<file path="src/rtl/rpip_pkg.sv">
// Shared types, character codes and the digit decoder of the radix-prefixed integer parser.
`timescale 1ns / 1ps

package rpip_pkg;

    // Widths of the word fields.
    localparam int CH_W           = 8;
    localparam int OUT_W          = 32;
    localparam int VALUE_BITS_DEF = 32;

    // Character codes that steer the parse.
    localparam logic [CH_W-1:0] CH_DIGIT_0 = 8'h30;
    localparam logic [CH_W-1:0] CH_DIGIT_9 = 8'h39;
    localparam logic [CH_W-1:0] CH_UPPER_A = 8'h41;
    localparam logic [CH_W-1:0] CH_UPPER_F = 8'h46;
    localparam logic [CH_W-1:0] CH_LOWER_X = 8'h78;
    localparam logic [CH_W-1:0] CH_UPPER_X = 8'h58;
    localparam logic [CH_W-1:0] CH_MINUS   = 8'h2D;

    // Parse phase of the current string.
    typedef enum logic [2:0] {
        PH_START,
        PH_ZERO,
        PH_SIGN,
        PH_DIGITS,
        PH_ERROR
    } phase_t;

    // Number base in force.
    typedef enum logic [4:0] {
        RADIX_8  = 5'd8,
        RADIX_10 = 5'd10,
        RADIX_16 = 5'd16
    } radix_t;

    // Decoded digit: ok is low for a character that is no digit.
    typedef struct packed {
        logic       ok;
        logic [3:0] val;
    } digit_t;

    // Maps '0'-'9' and 'A'-'F' to 0..15.
    function automatic digit_t digit_of(input logic [CH_W-1:0] c);
        digit_t d;
        logic [CH_W-1:0] diff;
        d    = '{ok: 1'b0, val: 4'd0};
        diff = '0;
        if (c inside {[CH_DIGIT_0:CH_DIGIT_9]})
        begin
            diff  = c - CH_DIGIT_0;
            d.ok  = 1'b1;
            d.val = diff[3:0];
        end
        else if (c inside {[CH_UPPER_A:CH_UPPER_F]})
        begin
            diff  = c - CH_UPPER_A + 8'd10;
            d.ok  = 1'b1;
            d.val = diff[3:0];
        end
        return d;
    endfunction

endpackage

</file>
<file path="src/rtl/rpip_in_if.sv">
// Character channel: one ASCII character and its last-character mark per word.
`timescale 1ns / 1ps

interface rpip_in_if import rpip_pkg::*; ();

    logic            valid;
    logic            ready;
    logic [CH_W-1:0] ch;
    logic            last;

    modport source (output valid, output ch, output last, input ready);
    modport sink   (input valid, input ch, input last, output ready);

endinterface

</file>
<file path="src/rtl/rpip_out_if.sv">
// Result channel: the parsed signed value and the bad character flag per word.
`timescale 1ns / 1ps

interface rpip_out_if import rpip_pkg::*; ();

    logic                    valid;
    logic                    ready;
    logic signed [OUT_W-1:0] value;
    logic                    bad_char;

    modport source (output valid, output value, output bad_char, input ready);
    modport sink   (input valid, input value, input bad_char, output ready);

endinterface

</file>
<file path="src/rtl/radix_prefixed_integer_parser_top.sv">
// Radix-prefixed integer parser: turns a character stream into a signed value per string.
// Result path: the last character of a string is held in the input register, and its result word
// is loaded into the result register when that character moves on.
// Throughput: one character per cycle; input stalls only while the held character ends a
// string and the previous result word is still waiting to be taken.
// Reset: asynchronous and active low; it empties both registers and returns the parse state
// to the start of a string in base ten with a zero accumulator.
`timescale 1ns / 1ps

module radix_prefixed_integer_parser_top import rpip_pkg::*; #(
    parameter int VALUE_BITS = VALUE_BITS_DEF
) (
    input  logic       clk,
    input  logic       rst_n,
    rpip_in_if.sink    chars,
    rpip_out_if.source result
);

    localparam int VB = VALUE_BITS;

    // Input register.
    logic            in_vld_reg;
    logic [CH_W-1:0] in_ch_reg;
    logic            in_last_reg;

    // Parse state.
    phase_t        phase_reg,  phase_next;
    radix_t        radix_reg,  radix_next;
    logic [VB-1:0] acc_reg,    acc_next;
    logic          neg_reg,    neg_next;

    // Result register.
    logic                    out_vld_reg;
    logic signed [OUT_W-1:0] value_reg,   value_next;
    logic                    bad_reg,     bad_next;

    logic          step_go;
    logic          take_digit;
    logic          clear_acc;
    digit_t        dig;
    logic [VB-1:0] acc_base;
    logic [VB-1:0] acc_scaled;
    logic [VB-1:0] signed_acc;
    logic [VB+OUT_W-1:0] ext_acc;

    // A held character moves on unless it ends a string while a result still waits.
    assign step_go     = in_vld_reg && (!in_last_reg || !out_vld_reg || result.ready);
    assign chars.ready = !in_vld_reg || step_go;

    // Input register.
    always_ff @(posedge clk or negedge rst_n)
    begin
        if (!rst_n)
        begin
            in_vld_reg <= 1'b0;
        end
        else if (chars.ready)
        begin
            in_vld_reg <= chars.valid;
        end
    end

    always_ff @(posedge clk)
    begin
        if (chars.ready && chars.valid)
        begin
            in_ch_reg   <= chars.ch;
            in_last_reg <= chars.last;
        end
    end

    // Next parse state for the held character.
    always_comb
    begin
        phase_next = phase_reg;
        radix_next = radix_reg;
        neg_next   = neg_reg;
        take_digit = 1'b0;
        clear_acc  = 1'b0;
        case (phase_reg)
            PH_START:
            begin
                radix_next = RADIX_10;
                if (in_ch_reg == CH_DIGIT_0)
                begin
                    phase_next = PH_ZERO;
                end
                else if (in_ch_reg == CH_MINUS)
                begin
                    neg_next   = 1'b1;
                    phase_next = PH_DIGITS;
                end
                else
                begin
                    take_digit = 1'b1;
                end
            end
            PH_ZERO:
            begin
                if (in_ch_reg == CH_LOWER_X || in_ch_reg == CH_UPPER_X)
                begin
                    radix_next = RADIX_16;
                    phase_next = PH_SIGN;
                end
                else
                begin
                    // The leading zero is the first octal digit.
                    radix_next = RADIX_8;
                    clear_acc  = 1'b1;
                    take_digit = 1'b1;
                end
            end
            PH_SIGN:
            begin
                if (in_ch_reg == CH_MINUS)
                begin
                    neg_next   = 1'b1;
                    phase_next = PH_DIGITS;
                end
                else
                begin
                    take_digit = 1'b1;
                end
            end
            PH_DIGITS:
            begin
                take_digit = 1'b1;
            end
            default:
            begin
                phase_next = PH_ERROR;
            end
        endcase

        if (take_digit)
        begin
            phase_next = dig.ok ? PH_DIGITS : PH_ERROR;
        end
    end

    // Accumulator step: multiply by the base with shifts and add the digit.
    assign dig      = digit_of(in_ch_reg);
    assign acc_base = clear_acc ? '0 : acc_reg;

    always_comb
    begin
        case (radix_next)
            RADIX_8:  acc_scaled = acc_base << 3;
            RADIX_16: acc_scaled = acc_base << 4;
            default:  acc_scaled = (acc_base << 3) + (acc_base << 1);
        endcase
        if (take_digit && dig.ok)
        begin
            acc_next = acc_scaled + {{(VB-4){1'b0}}, dig.val};
        end
        else
        begin
            acc_next = acc_reg;
        end
    end

    // Result word: apply the sign, extend or cut to the output width; a bad string gives zero.
    always_comb
    begin
        signed_acc = neg_next ? (~acc_next + {{(VB-1){1'b0}}, 1'b1}) : acc_next;
        ext_acc    = {{OUT_W{signed_acc[VB-1]}}, signed_acc};
        bad_next   = (phase_next == PH_ERROR);
        value_next = bad_next ? '0 : ext_acc[OUT_W-1:0];
    end

    // Parse state registers; the state returns to its reset value after each string.
    always_ff @(posedge clk or negedge rst_n)
    begin
        if (!rst_n)
        begin
            phase_reg <= PH_START;
            radix_reg <= RADIX_10;
            acc_reg   <= '0;
            neg_reg   <= 1'b0;
        end
        else if (step_go)
        begin
            if (in_last_reg)
            begin
                phase_reg <= PH_START;
                radix_reg <= RADIX_10;
                acc_reg   <= '0;
                neg_reg   <= 1'b0;
            end
            else
            begin
                phase_reg <= phase_next;
                radix_reg <= radix_next;
                acc_reg   <= acc_next;
                neg_reg   <= neg_next;
            end
        end
    end

    // Result register.
    always_ff @(posedge clk or negedge rst_n)
    begin
        if (!rst_n)
        begin
            out_vld_reg <= 1'b0;
        end
        else if (step_go && in_last_reg)
        begin
            out_vld_reg <= 1'b1;
        end
        else if (result.ready)
        begin
            out_vld_reg <= 1'b0;
        end
    end

    always_ff @(posedge clk)
    begin
        if (step_go && in_last_reg)
        begin
            value_reg <= value_next;
            bad_reg   <= bad_next;
        end
    end

    assign result.valid    = out_vld_reg;
    assign result.value    = value_reg;
    assign result.bad_char = bad_reg;

endmodule

</file>
<file path="src/flat_wrapper.sv">
// flat-port wrapper written by rule: the top's interface ports become plain ports
module radix_prefixed_integer_parser_top_flat import rpip_pkg::*;
#(
    parameter int VALUE_BITS = VALUE_BITS_DEF
)
  (clk, rst_n, chars_valid, chars_ch, chars_last, chars_ready, result_valid, result_value, result_bad_char, result_ready);
  rpip_in_if chars_i ();
  rpip_out_if result_i ();
  input  logic clk;
  input  logic rst_n;
  input wire logic [$bits(chars_i.valid)-1:0] chars_valid;
  input wire logic [$bits(chars_i.ch)-1:0] chars_ch;
  input wire logic [$bits(chars_i.last)-1:0] chars_last;
  output wire logic [$bits(chars_i.ready)-1:0] chars_ready;
  output wire logic [$bits(result_i.valid)-1:0] result_valid;
  output wire logic [$bits(result_i.value)-1:0] result_value;
  output wire logic [$bits(result_i.bad_char)-1:0] result_bad_char;
  input wire logic [$bits(result_i.ready)-1:0] result_ready;
  assign chars_i.valid = chars_valid;
  assign chars_i.ch = chars_ch;
  assign chars_i.last = chars_last;
  assign chars_ready = chars_i.ready;
  assign result_valid = result_i.valid;
  assign result_value = result_i.value;
  assign result_bad_char = result_i.bad_char;
  assign result_i.ready = result_ready;
  radix_prefixed_integer_parser_top #(.VALUE_BITS(VALUE_BITS)) u_core (.clk(clk), .rst_n(rst_n), .chars(chars_i), .result(result_i));
endmodule
</file>
<file path="config.mk">
export PLATFORM = sky130hd
export DESIGN_NAME = radix_prefixed_integer_parser_top_flat
export DESIGN_NICKNAME = d
export VERILOG_FILES = /design/src/rtl/rpip_pkg.sv /design/src/rtl/rpip_in_if.sv /design/src/rtl/rpip_out_if.sv /design/src/rtl/radix_prefixed_integer_parser_top.sv /design/src/flat_wrapper.sv
export SDC_FILE = /design/constraint.sdc
export NUM_CORES = 1
export LEC_CHECK = 0
export BUFFER_PORTS_ARGS = -buffer_cell sky130_fd_sc_hd__buf_2
export CAP_MARGIN = 25
export CORE_UTILIZATION = 55
export DETAILED_ROUTE_END_ITERATION = 10
export HOLD_SLACK_MARGIN = 0.05
export PLACE_DENSITY = 0.73
export SYNTH_ARGS = -nofsm -noshare
export SYNTH_HDL_FRONTEND = slang
export SYNTH_SLANG_ARGS = --single-unit
</file>
<file path="constraint.sdc">
create_clock -name clk -period 7.5 [get_ports clk]
set_input_delay 0.375 -clock clk [delete_from_list [all_inputs] [get_ports clk]]
set_output_delay 0.375 -clock clk [all_outputs]
set_load 0.005 [all_outputs]
</file>
==> metrics.md, run 1 <==
| Metric | Value |
|---|---|
| Status | finished, final reports clean |
| Syn Nets | roughly 1,100 |
| Fin nets | 1,098 |
| Fin util | 60.00% |
| First-pass GRT wire length | 39.72 mm |
| Total gr overflow | 0 |
| Synth-to-layout area growth | 5.466% |
| Max transition margin | 28.74% |
| Met3 routed WL | between 1 and 1.5 mm |
| Post-synth EDFFs | 42 |
| Post-CTS setup buffers | 0 |
| Leading cell types by total area after synthesis | edfxtp_1 (14%), dfrtp_1 (12%), o21ai_0 (4.3%) |
| Fill cells | 1,382 |
| Fmax | 152.3 MHz |
| Starting Density | around 57% |
| Layout cells sized above 1 | 10.82% |
| FF+latch area | 2340 sq um |
| Area of the core | 15,370 sq um |
| GRT Total Usage | 30.45% |
| Worst vdd ir | 0.1354 mV |
| Vias | between 8,000 and 9,000 |
| LEAKAGE | ~3.3 nW |
| PortBufs | 47 |
| Synth cell types | 95 |
| Final Cycle Share | between 80% and 90% |
| Final Skew | 8.180 ps |
| Unrepaired setup endpoints after global routing | no |
| Ys flop type | edfxtp_1 |
| Yosys warnings | 0 |
| WL final | 24.36 mm |
| Routed length per placed instance | 18.98 microns |
| Clock Sinks | 85 |
| Worst R2R Start | u_core.in_ch_reg[0]$_DFFE_PP_ |
| # DRC | 0 |
| Metal2 WL | 12.47 mm |
| Root buffer cell | clkbuf_16 |
| Pin count of the biggest net entering global routing | 55 |
| Most frequent CP cell | a21oi_1 |
| Insertion delay to the later sink of the worst-skew pair | 350 ps |
| Cell count after synthesis | 1,085 |
| Worst path slowest cell | or2_1 |
| M1 wire length | 9.873 mm |
| DR pass1 iterations | 6 |
| Slew @ Worst Pin | between 1000 and 1500 ps |
| Final Hold Viols | 0 |
| Syn avg cell area | 8.060 sq um |
| Die Y | 128.1 microns |
| Async SR Flop Fraction | 50.59% |
| Total CTS buffers | 9 |
| Multi-input logic area | 5907 sq um |
| Worst EP arrival | 6660 ps |
| Synth top area share | 14.42% |
| Hold WC Path Type | primary input to asynchronous set/reset pin |
| Initial antenna violation count | 0 |
| Max Buffers Root-to-Sink | 2 |
| CTS H-Tree Depth | 3 |
| Vias in the first global route | 7,856 |
| Worst Path Required | 7600 ps |
| Count leader, synth | nor2_1 |
| Critical path, cell by cell | inv_1 -> ha_1 -> and4bb_2 -> and3_1 -> or2_1 -> or3b_2 -> a21oi_1 -> ha_1 -> a21oi_1 -> a21oi_1 -> nand4bb_1 -> a21oi_1 -> nand4_1 -> xnor2_1 -> o311ai_1 -> nand4b_1 -> nor4b_2 -> a41oi_1 -> xor2_1 -> nor2_1 |
| Die width | 128.1 microns |
| Final-report setup violation count | 0 |
| Core Rows | 45 |
| Reg-to-reg setup timing slack | 930 ps |
| Die footprint | between 15,000 and 20,000 sq um |
| Synth cell count leaders | nor2_1 (88), nand2_1 (81), o21ai_0 (75), a21oi_1 (57), edfxtp_1 (42) |
| Max incr delay on CP | 610 ps |
| Clk pin slew, worst setup/hold paths | 70 ps |
| Crit Path Max Fanout | 28 |
| Seq/Total Area, Yosys | 26.76% |
| Pwr dens | between 100 and 150 nW/um^2 |
| Post-route ant nets | 0 |
| Gpl congestion | 0.9041 |
| Yosys reg bits | 85 |
| N_diodes | 0 |
| Critical path class | register to register |
| Post-DR vias/cell | 6.673 |
| CP Launch Type | register |
| Slew Viols, Final | 0 |
| Drt first-iter violations | 836 |
| Ports | 48 |
| Mapped Area | 8745 sq um |
| Critical Path End Type | register |
| TritonCTS clock tree | yes |
| Cts hold-fix bufs | 0 |
| Highest metal used | met4 |
| Fin crit period | around 6600 ps |
| Setup TNS | 0 ps |
| Max-cap violations | 0 |
| Yosys top cell by area | edfxtp_1 |
| Setup crit start | u_core.in_ch_reg[0]$_DFFE_PP_ |
| Post-CTS Resized | 0 |
| Final HPWL DP | 17.51 mm |
-- stage by stage --
stage                     setup WS (ps)  hold slack [ps]  cells  total power [mW]  cell area [sq um]
after floorplan                    1337            79.41   1085            0.5951               8745
after global placement             1188            457.4   1265            0.6300               8904
after detailed placement           1035            463.2   1266            0.6342               8931
after CTS                          1012            143.3   1282             1.060               9215
after global routing              554.5            169.0   1283             1.097               9223
final                             934.1            109.9   1283             1.056               9223
-- per-layer routing --
layer,vias up,global-route usage (%)
li1,4079,-
met1,4103,37.16
met2,320,54.41
met3,59,4.132
met4,0,11.35
met5,-,0
-- power by group --
group | leakage (nW) | total [mW] | switching [mW] | internal (mW)
Clock | 0.140 | 0.430 | 0.198 | 0.232
Combinational | 2.21 | 0.110 | 0.0735 | 0.0361
Sequential | 0.993 | 0.517 | 0.0132 | 0.503
-- kinds of logic after synthesis --
| family | Yosys count | share of synthesized area, % |
|---|---|---|
| simple gates | 431 | 27.50 |
| mux | 11 | 1.259 |
| flops | 85 | 26.76 |
| fa+ha+maj | 21 | 3.005 |
| xor+xnor | 76 | 7.612 |
| compound gates | 352 | 27.93 |
| buf+inv | 109 | 5.938 |
-- placed cells by master (no fill, tap or decap), types with 23 or more instances in the layout --
| master | n |
|---|---|
| xor2_1 | 38 |
| a22o_1 | 23 |
| nor2_1 | 87 |
| nand2_1 | 81 |
| xnor2_1 | 38 |
| dfrtp_1 | 41 |
| a21oi_1 | 57 |
| buf_2 | 47 |
| and2_1 | 35 |
| a31oi_1 | 23 |
| edfxtp_1 | 42 |
| nor3_1 | 38 |
| o21ai_0 | 75 |
| nand3_1 | 33 |
-- path summary, 6_finish.rpt --
kind	endpoint	depth (start not counted)
min in group clk	u_core.in_ch_reg[3]$_DFFE_PP_	1
max in group asynchronous	u_core.radix_reg[0]$_DFFE_PN0P_	2
hold / removal	u_core.acc_reg[27]$_DFFE_PN0P_	2
hold reg to reg	u_core.radix_reg[1]$_DFFE_PN1P_	2
setup / recovery	u_core.result.value[31]$_SDFFCE_PP0P_	20
setup reg to reg	u_core.result.value[31]$_SDFFCE_PP0P_	20
-- critical path, delay by kind of cell, from the launching register on --
family,cells,cell delay [ps]
adders and majority gates,2,440
AOI/OAI and AO/OA,6,1640
and+or+nand+nor,9,3380
xor gates and xnor gates,2,350
buffers and inverters,1,70
DFF,1,440
-- area by class of cell --
| cell class | instances | share of cell area (%) |
|---|---|---|
| tap | 211 | 2.863 |
| multi-input combinational | 891 | 64.05 |
| clock inverter | 6 | 0.5969 |
| clock buffer | 10 | 2.483 |
| inverter | 20 | 0.8140 |
| sequential | 85 | 25.37 |
| timing repair buffer | 60 | 3.826 |
No activity file was read; power rests on OpenSTA's default activity.
==> inputs of run 2 (changes only) <==
--- a/config.mk
+++ b/config.mk
@@ -7,10 +7,10 @@
 export LEC_CHECK = 0
 export BUFFER_PORTS_ARGS = -buffer_cell sky130_fd_sc_hd__buf_2
 export CAP_MARGIN = 25
-export CORE_UTILIZATION = 55
+export CORE_UTILIZATION = 40
 export DETAILED_ROUTE_END_ITERATION = 10
 export HOLD_SLACK_MARGIN = 0.05
-export PLACE_DENSITY = 0.73
+export PLACE_DENSITY = 0.56
 export SYNTH_ARGS = -nofsm -noshare
 export SYNTH_HDL_FRONTEND = slang
 export SYNTH_SLANG_ARGS = --single-unit
==> metrics.md, run 2 (synthesis results as in run 1) <==
| Metric | Value |
|---|---|
| Clk pin slew, worst setup/hold paths | 70 ps (about the same) |
| GRT met2 Usage | 41.64% (-13 points) |
| Post-CTS setup buffers | 0 (unchanged) |
| DR pass1 iterations | 5 (-1) |
| Pin count of the biggest net entering global routing | 44 (-20%) |
| Routed length per placed instance | 19.14 microns (+0.80%) |
| Status | finished, final reports clean |
| Most common cell after layout, fill and taps aside | nor2_1 |
| Critical path class | register to register |
| Final Hold Viols | 0 (unchanged) |
| Cts hold-fix bufs | 0 (unchanged) |
| Fill cells | 2,169 (+57%) |
| Multi-input logic area | 5907 sq um (unchanged) |
| Crit Path Max Fanout | 41 (+46%) |
| Worst slack, placed | 1106 ps (+70.59 ps) |
| Final Cycle Share | 87.62% (about the same) |
| TritonCTS clock tree | yes |
| Worst vdd ir | 0.1118 mV (-17%) |
| Worst Reg-to-Reg Cells | 21 (+5.0%) |
| M3 GR Usage | 2.652% (-1.5 points) |
| Clock Sinks | 85 (unchanged) |
| Total CTS buffers | 9 (unchanged) |
| Vias | 8,329 (-2.7%) |
| LEAKAGE | 3.369 nW (+0.94%) |
| Post-CTS Resized | 0 (unchanged) |
| Slew Viols, Final | 0 (unchanged) |
| M1 GR Usage | 29.08% (-8.1 points) |
| Fmax | 152.2 MHz (about the same) |
| First-pass GRT wire length | 41.19 mm (+3.7%) |
| Setup slack after layout | 928.3 ps (-5.837 ps) |
| Die Y | 149.9 microns (+17%) |
| Die width | 149.9 microns (+17%) |
| Most Crowded Layer GR | met2 |
| Worst EP arrival | 6670 ps (about the same) |
| Post-DR vias/cell | 6.161 (-7.7%) |
| PortBufs | 47 (unchanged) |
| Post-route ant nets | 0 (unchanged) |
| Fin crit period | 6572 ps (+5.837 ps) |
| CTS H-Tree Depth | 3 (unchanged) |
| Max Buffers Root-to-Sink | 2 (unchanged) |
| Synth-to-layout area growth | 6.854% |
| Die footprint | 22,460 sq um (+37%) |
| Pwr dens | 114.9 nW/um^2 (+0.30%) |
| # DRC | 0 (unchanged) |
| Critical Path End Type | register |
| Ports | 48 (unchanged) |
| Reg-to-reg setup timing slack | 930 ps (about the same) |
| Starting Density | 41.21% (-16 points) |
| Max transition margin | 32.01% (+3.3 points) |
| N_diodes | 0 (unchanged) |
| GRT Total Usage | 23.27% (-7.2 points) |
| Initial antenna violation count | 0 (unchanged) |
| Commonest non-fill, non-tap cells in the layout | nor2_1 (87), nand2_1 (81), o21ai_0 (75) |
| Max-cap violations | 0 (unchanged) |
| Root buffer cell | clkbuf_16 |
| Core Rows | 53 (+18%) |
| Vias in the first global route | 7,721 (-1.7%) |
| Hold WC Path Type | primary input to asynchronous set/reset pin |
| Total gr overflow | 0 (unchanged) |
| Layout cells sized above 1 | 11.33% (+0.51 points) |
| Area of the core | 21,220 sq um (+38%) |
| Setup crit start | u_core.in_ch_reg[0]$_DFFE_PP_ |
| Total Power | 1.073 mW (+1.6%) |
| Worst R2R Start | u_core.in_ch_reg[0]$_DFFE_PP_ |
| WL final | 25.87 mm (+6.2%) |
| FF+latch area | 2340 sq um (unchanged) |
| Insertion delay to the later sink of the worst-skew pair | 350 ps (about the same) |
| Final-report setup violation count | 0 (unchanged) |
| Reg-to-reg endpoint | u_core.result.value[31]$_SDFFCE_PP0P_ |
| Setup TNS | 0 ps (unchanged) |
| Drt first-iter violations | 770 (-7.9%) |
| Fin nets | 1,103 (+0.46%) |
| Unrepaired setup endpoints after global routing | no |
| Slew @ Worst Pin | 1020 ps (-47.88 ps) |
| Worst Path Required | 7590 ps (about the same) |
| CP Launch Type | register |
| Gpl congestion | 0.8610 (-4.8%) |
| Final Skew | 13.97 ps (+5.791 ps) |
| Worst Setup EP | u_core.result.value[31]$_SDFFCE_PP0P_ |
| Final HPWL DP | 18.82 mm (+7.5%) |
-- run 2: how the worst min path moves through the flow --
stage	start	to	slack, ps
global placement	u_core.radix_reg[1]$_DFFE_PN1P_	u_core.radix_reg[1]$_DFFE_PN1P_	460
finish	rst_n	u_core.acc_reg[31]$_DFFE_PN0P_	130
global route	chars_ch[6]	u_core.in_ch_reg[6]$_DFFE_PP_	180
floorplan	rst_n	u_core.acc_reg[0]$_DFFE_PN0P_	80
CTS	rst_n	u_core.acc_reg[31]$_DFFE_PN0P_	150
detailed placement	u_core.radix_reg[1]$_DFFE_PN1P_	u_core.radix_reg[1]$_DFFE_PN1P_	460
-- run 2: critical path, stage by stage, from the launching register on --
cell	delay [ps]
edfxtp_1	470
inv_1	90
ha_1	210
and4bb_2	300
a21o_4	390
and2_1	190
ha_1	230
ha_1	190
a21oi_1	70
a221oi_4	510
a211oi_1	200
nor4b_1	300
nor3_1	120
a211oi_2	520
nand4b_2	320
or2_2	410
o311ai_1	530
nand4b_1	350
nor4b_2	520
a41oi_1	200
xor2_1	160
nor2_1	50
-- run 2: where the power goes --
part | switching [mW] | internal, mW
clock | 0.212 | 0.234
sequential | 0.0131 | 0.503
combinational | 0.0741 | 0.0372
total | 0.299 | 0.774
-- run 2: per-stage QoR --
stage / area [sq um] / std cells / hold WS (ps) / util (%)
6_report: 9344 / 1352 / 126.0 / 44.03
5_1_grt: 9344 / 1352 / 177.2 / 44.03
4_1_cts: 9316 / 1351 / 149.0 / 43.90
3_5_place_dp: 9029 / 1335 / 461.9 / 42.55
3_3_place_gp: 9029 / 1335 / 459.4 / 42.55
2_1_floorplan: 8745 / 1085 / 79.41 / -
-- run 2: layout make-up --
type	instances	area share, %
Sequential cell	85	25.04
Timing Repair Buffer	65	4.178
Clock buffer	9	2.410
Tap cell	275	3.682
Multi-Input combinational cell	891	63.22
Clock inverter	7	0.6695
Inverter	20	0.8034
-- run 2: layer usage --
| metal | up-vias | part of all wire, % |
|---|---|---|
| met1 | 3995 | 43 |
| li1 | 4094 | - |
| met2 | 206 | 51 |
| met3 | 34 | 3.5 |
| met5 | - | 0 |
| met4 | 0 | 2.2 |
